--- src/rtl/qtrs_pkg.sv ---
`default_nettype none
// ----------------------------------------------------------------------------
// qtrs_pkg: shared types and constants of the TRS matrix core
// Widths of the doubled quaternion products and rotation terms, the queued
// item layout, row codes and the fixed-point constants 1.0.
// ----------------------------------------------------------------------------
package qtrs_pkg;

  localparam int DATA_W = 32;
  // 2*a*b of two Q2.30 values floored to Q.30 reaches 2^33.
  localparam int PROD_W = 35;
  // Sums of two products and 1.0 stay below 2^35 in magnitude.
  localparam int TERM_W = 36;
  localparam int QUEUE_DEPTH = 4;

  localparam logic signed [TERM_W-1:0] ONE_Q30 = 36'sd1073741824;
  localparam logic signed [DATA_W-1:0] ONE_Q16 = 32'sd65536;
  localparam logic signed [DATA_W-1:0] ZERO_Q16 = 32'sd0;

  localparam logic [1:0] ROW_0 = 2'd0;
  localparam logic [1:0] ROW_1 = 2'd1;
  localparam logic [1:0] ROW_2 = 2'd2;
  localparam logic [1:0] ROW_LAST = 2'd3;

  // One classified transform: the nine doubled products plus scale and position.
  typedef struct packed {
    logic signed [PROD_W-1:0] xx;
    logic signed [PROD_W-1:0] xy;
    logic signed [PROD_W-1:0] xz;
    logic signed [PROD_W-1:0] yy;
    logic signed [PROD_W-1:0] yz;
    logic signed [PROD_W-1:0] zz;
    logic signed [PROD_W-1:0] wx;
    logic signed [PROD_W-1:0] wy;
    logic signed [PROD_W-1:0] wz;
    logic signed [DATA_W-1:0] sx;
    logic signed [DATA_W-1:0] sy;
    logic signed [DATA_W-1:0] sz;
    logic signed [DATA_W-1:0] px;
    logic signed [DATA_W-1:0] py;
    logic signed [DATA_W-1:0] pz;
  } item_t;

  typedef struct packed {
    logic empty;
    logic full;
  } q_stat_t;

endpackage
`default_nettype wire

--- src/rtl/qtrs_queue.sv ---
`default_nettype none
// ----------------------------------------------------------------------------
// qtrs_queue: item queue between front and back
// A small register queue of classified transforms. The head entry is read
// directly by the back end and removed when its last row is issued.
// ----------------------------------------------------------------------------
module qtrs_queue #(
  parameter int DEPTH = qtrs_pkg::QUEUE_DEPTH
) (
  input  wire                clk,
  input  wire                rst_n,
  input  wire                push,
  input  wire qtrs_pkg::item_t push_data,
  input  wire                pop,
  output qtrs_pkg::item_t    head,
  output qtrs_pkg::q_stat_t  q_stat
);

  localparam int PTR_W = (DEPTH > 1) ? $clog2(DEPTH) : 1;
  localparam int CNT_W = $clog2(DEPTH + 1);
  localparam logic [PTR_W-1:0] PTR_LAST = PTR_W'(DEPTH - 1);
  localparam logic [CNT_W-1:0] CNT_FULL = CNT_W'(DEPTH);

  qtrs_pkg::item_t   mem_r [DEPTH];
  logic [PTR_W-1:0]  wr_ptr_r, rd_ptr_r;
  logic [CNT_W-1:0]  count_r;

  assign head         = mem_r[rd_ptr_r];
  assign q_stat.empty = (count_r == '0);
  assign q_stat.full  = (count_r == CNT_FULL);

  always_ff @(posedge clk) begin
    if (!rst_n) begin
      wr_ptr_r <= '0;
      rd_ptr_r <= '0;
      count_r  <= '0;
    end else begin
      if (push) begin
        wr_ptr_r <= (wr_ptr_r == PTR_LAST) ? '0 : wr_ptr_r + 1'b1;
      end
      if (pop) begin
        rd_ptr_r <= (rd_ptr_r == PTR_LAST) ? '0 : rd_ptr_r + 1'b1;
      end
      if (push && !pop) begin
        count_r <= count_r + 1'b1;
      end else if (pop && !push) begin
        count_r <= count_r - 1'b1;
      end
    end
  end

  always_ff @(posedge clk) begin
    if (push) begin
      mem_r[wr_ptr_r] <= push_data;
    end
  end

  a_no_push_full: assert property (@(posedge clk) disable iff (!rst_n)
    push |-> count_r != CNT_FULL)
    else $error("queue written while full");

  a_no_pop_empty: assert property (@(posedge clk) disable iff (!rst_n)
    pop |-> count_r != '0)
    else $error("queue read while empty");

  a_count_up: assert property (@(posedge clk) disable iff (!rst_n)
    (push && !pop) |=> count_r == CNT_W'($past(count_r) + 1'b1))
    else $error("queue count did not follow a lone write");

endmodule
`default_nettype wire

--- config.mk ---
export PLATFORM = sky130hd
export DESIGN_NAME = qtrs_queue
export DESIGN_NICKNAME = d
export VERILOG_FILES = /design/src/rtl/qtrs_pkg.sv /design/src/rtl/qtrs_queue.sv
export SDC_FILE = /design/constraint.sdc
export NUM_CORES = 1
export LEC_CHECK = 0
export BUFFER_PORTS_ARGS = -buffer_cell sky130_fd_sc_hd__buf_2
export CAP_MARGIN = 20
export CORE_MARGIN = 4
export CORE_UTILIZATION = 45
export CTS_CLUSTER_SIZE = 8
export DETAILED_ROUTE_END_ITERATION = 6
export HOLD_SLACK_MARGIN = 0.06
export PLACE_DENSITY = 0.62
export SLEW_MARGIN = 20
export SYNTH_ARGS = -nofsm -noshare
export SYNTH_HDL_FRONTEND = slang
export SYNTH_SLANG_ARGS = --single-unit
--- constraint.sdc ---
create_clock -name clk -period 35.3 [get_ports clk]
set_input_delay 5.295 -clock clk [delete_from_list [all_inputs] [get_ports clk]]
set_output_delay 5.295 -clock clk [all_outputs]
set_load 0.02 [all_outputs]
-- Word level (Yosys, flattened, before mapping)
Memory sizes are Yosys's and may differ from the RTL's. A register that Yosys moved wholly into a read port is not among the register bits.
Cells that the tools add are included.
- add/sub/neg operators: 4
- equal/unequal tests: 3
- multiplexer cells: 8
- reduce and logical (&&, ||, !) cells: 6
- operators by type and width (cell ; count):
    $mux W2 ; 4
    $mux W3 ; 2
    $add A2 B1 Y2 const B ; 2
    $eq A2 B2 Y1 const B ; 2
    $add A3 B1 Y3 const B ; 1
    $eq A3 B3 Y1 const B ; 1
    $logic_not A3 Y1 ; 1
    $sub A3 B1 Y3 const B ; 1
    $logic_and A1 B1 Y1 ; 2
    $logic_not A1 Y1 ; 2
    $mux W1 ; 2
    $reduce_bool A2 Y1 ; 1
- register bits after elaboration: 7
- memory bits (writable): 2028
- input bits: 511
- output and inout port bits: 509
- logic and storage cells: 25
- memories: 1
- memory list (name ; words ; bits a word ; rd ports ; clocked after memory_dff ; write ports ; RTL line ; source):
    mem_r ; 4 ; 507 ; 1 ; 1 ; 1 ; qtrs_queue.sv:24 ; qtrs_pkg::item_t mem_r [DEPTH];

-- Longest topological paths before layout
- depth in word-level cells: 4
- mapped depth: 7
- depth with buffers taken out: 7

-- Least setup slack after synthesis
Ideal clock, no wire load.
- path kind: input to register
- from: input push
- to: memory mem_r[0][0] (netlist name), enable pin
- library setup time: 935 ps
- arrival: 16675 ps
- required time: 34365 ps
- setup slack: 17690 ps
- stages on the path: 1
- buffers on the path: 0
- cells stage by stage: and2_1
- longest elaborated chain between the ends: 2
- RTL lines (item ; RTL line ; source):
    start: declaration ; qtrs_queue.sv:12 ; input wire push,
    $mux W1 ; qtrs_queue.sv:53 ; if (push) begin
    $mux W1 (implied by the code) ; qtrs_queue.sv:54 ; mem_r[wr_ptr_r] <= push_data;
    end: declaration ; qtrs_queue.sv:24 ;
No other way between the ends.

==> metrics <==
status finished, final reports clean; Post-Synthesis Cells 2692; Starting Density 45.22%; RSZ-0062 raised after global routing no; max_slew headroom 28.74%; RR Endpoint mem_r[1][243]$_DFFE_PP_; I/O pin cnt 1020; Logic pwr share 8.9%; number of synthesized register bits 2037; Hold Path Class reg2reg; Clk pwr share 42.5%; hold path cells 2; Port Buffer Count 1019; Unique masters post-synth 23; dpl hpwl 111600 um; Psw 1268 uW; pwr dens 64.92 mW/mm2; Clock Latency Late Sink 0.90 ns; CTS tree yes; top cell type's share of synthesized area 82.83%; Die Width 412.2 um; area delta synth->final 21.20%; initial antenna violation count 138; # nets final 4467; total CTS buffers 304; GRT Residual Overflow 0; Synth Cell Area 0.07352 mm2; syn nets 3210; first-pass GRT wire length 249100 um; CTS Hold Buffers Added 0; Core Region 0.1626 mm2; all-layer global routing usage 20.30%; Total Wirelength 174300 um; top cells by area, synth edfxtp_1 83%, mux4_2 16%, buf_6 0.40%; YS warnings 0; CP Capture Type output pin; crit path max fanout 47; Final GP Congestion 0.7828; register area 0.06109 mm2; fillers 12220; H-tree levels 5; Seq pwr share 48.5%; Pleak 0.02976 uW; drt drc 0; vias in the first global route 35810; critical path arrival 6.62 ns; Tcrit/Tclk final 33.76%; multi-input gate area in the final layout 0.01169 mm2; Die Area 0.1699 mm2; CTS sink cnt 2037; DRT antenna net count 0; sequential area share after synthesis 83.07%; Critical R2R Launch wr_ptr_r[0]$_SDFFE_PN0P_; DRT Pass-1 Iters 5; Worst Reg-to-Reg Cells 7; Pwr Total 5785 uW; post-route cell area 0.08911 mm2; Resized cells post-CTS 0; Placed Area 0.08103 mm2; Highest Clock Rate 83.91 MHz; max-slew violations 0; Root Buffer clkbuf_16; R2R Setup Slk 29.60 ns; Routed WL per cell 28.08 um; clock skew 0.05070 ns; vias post-DR 34050; num rows 148; setup TNS 0 ns; final hold violations 0; largest area contributor in the netlist edfxtp_1; Critical Path Source Type flip-flop; Post-CTS Setup Inserts 0; largest net degree at the start of global routing 134; VDD IR max 0.04907 mV; Sw Ratio 21.92%; Required @ worst endpoint 30.00 ns; CTS clk-pin slew, worst paths 0.05 ns; Finish-stage setup viols 0; mean post-synth cell area 27.31 um2; CTS max path bufs 4; Crit Path Category reg2out; share of cells above drive strength 1 47.63%; Max-Cap Viols 0; Die Y-Extent 412.2 um; worst setup path end head[186]; Worst Max-Slew Pin Slew 1.069 ns; minimum clock period 11.92 ns; Internal 4517 uW; DRT iter0 DRCs 2891; vias per inst 5.486
==> critical path: stages (launching register included) <==
cell	delay, ns
dfxtp_4	0.77
buf_4	0.75
buf_4	0.70
buf_4	0.78
buf_4	0.85
buf_4	0.84
mux4_2	0.61
buf_2	0.21
==> power groups by stage <==
stage	logic, uW	registers [uW]	clock network (uW)
floorplan	313	2900	0
global placement	523	2850	0
detailed placement	526	2850	0
CTS	528	2810	2520
global route	550	2810	2630
finish	517	2810	2460
==> registers in the layout (all words and copies together) (netlist names), named ones only <==
signal,cells
mem_r,2028
count_r,3
wr_ptr_r,2
rd_ptr_r,2
==> final cells by class <==
cell class	instances	area share, %
Sequential cell	2037	68.55
Multi-Input combinational cell	538	13.12
Clock buffer	330	8.838
Timing Repair Buffer	1064	6.187
Tap cell	2175	3.054
Antenna cell	53	0.1488
Clock inverter	6	0.08284
Inverter	4	0.01685
==> how the worst min path moves through the flow <==
stage	startpoint	end	slack (ns)
global route	count_r[2]$_SDFFE_PN0P_	count_r[2]$_SDFFE_PN0P_	0.55
finish	count_r[2]$_SDFFE_PN0P_	count_r[2]$_SDFFE_PN0P_	0.50
floorplan	count_r[2]$_SDFFE_PN0P_	count_r[2]$_SDFFE_PN0P_	0.47
detailed placement	count_r[2]$_SDFFE_PN0P_	count_r[2]$_SDFFE_PN0P_	0.50
global placement	count_r[2]$_SDFFE_PN0P_	count_r[2]$_SDFFE_PN0P_	0.49
CTS	count_r[2]$_SDFFE_PN0P_	count_r[2]$_SDFFE_PN0P_	0.51
==> layer usage <==
metal | vias to the layer above | GRT usage [%] | share of wire [%]
met5 | - | 0 | 0.31
met4 | 78 | 7.089 | 3.5
met3 | 477 | 9.081 | 11
met2 | 1476 | 32.52 | 49
met1 | 17760 | 24.56 | 36
li1 | 14260 | - | -
==> cells in the final DEF (no fill, tap or decap) <==
master / count
a21boi_0: 1
and2_1: 1
and2_4: 4
buf_12: 6
buf_2: 1019
buf_4: 39
clkbuf_1: 18
clkbuf_16: 312
clkinv_16: 1
dfxtp_1: 7
dfxtp_4: 2
diode_2: 53
edfxtp_1: 2028
fa_1: 1
ha_1: 6
inv_1: 4
inv_6: 5
mux2i_1: 4
mux4_2: 507
nor2_1: 1
nor2b_1: 5
nor3_1: 2
nor3b_1: 1
o21a_1: 1
o21ai_0: 1
or3_1: 1
xnor2_1: 1
xor2_1: 1
==> cell usage after synthesis, drive strengths merged <==
| master | instances |
|---|---|
| nor2b | 5 |
| mux2i | 4 |
| edfxtp | 2028 |
| or3 | 1 |
| xnor2 | 1 |
| nor2 | 1 |
| mux4 | 507 |
| dfxtp | 9 |
| inv | 4 |
| nor3b | 1 |
| clkbuf | 20 |
| nor3 | 2 |
| and2 | 5 |
| xor2 | 1 |
| ha | 6 |
| o21a | 1 |
| buf | 93 |
| a21boi | 1 |
| o21ai | 1 |
| fa | 1 |
==> logic make-up (layout without fill, tap and decap cells) <==
kind of cell    Yosys count  after routing  share of synthesized area, %
buf+inv                 117           1404                         1.040
simple gates             15             15                        0.1225
fa+ha+maj                 7              7                        0.1293
mux                     511            511                         15.58
compound gates            3              3                       0.02723
xor+xnor                  2              2                       0.02383
other cells               0             53                             0
flops                  2037           2037                         83.07
==> per-stage QoR <==
| stage | cells | setup slack (ns) | hold WS [ns] | utilization (%) |
|---|---|---|---|---|
| CTS | 6154 | 22.91 | 0.5086 | 54.73 |
| finish | 6207 | 23.38 | 0.5042 | 54.81 |
| global placement | 5818 | 23.99 | 0.4927 | 49.84 |
| detailed placement | 5818 | 23.94 | 0.4998 | 49.84 |
| global route | 6173 | 22.55 | 0.5491 | 54.75 |
| floorplan | 2692 | 17.69 | 0.4724 | - |
Power figures use the tool's default switching activity.
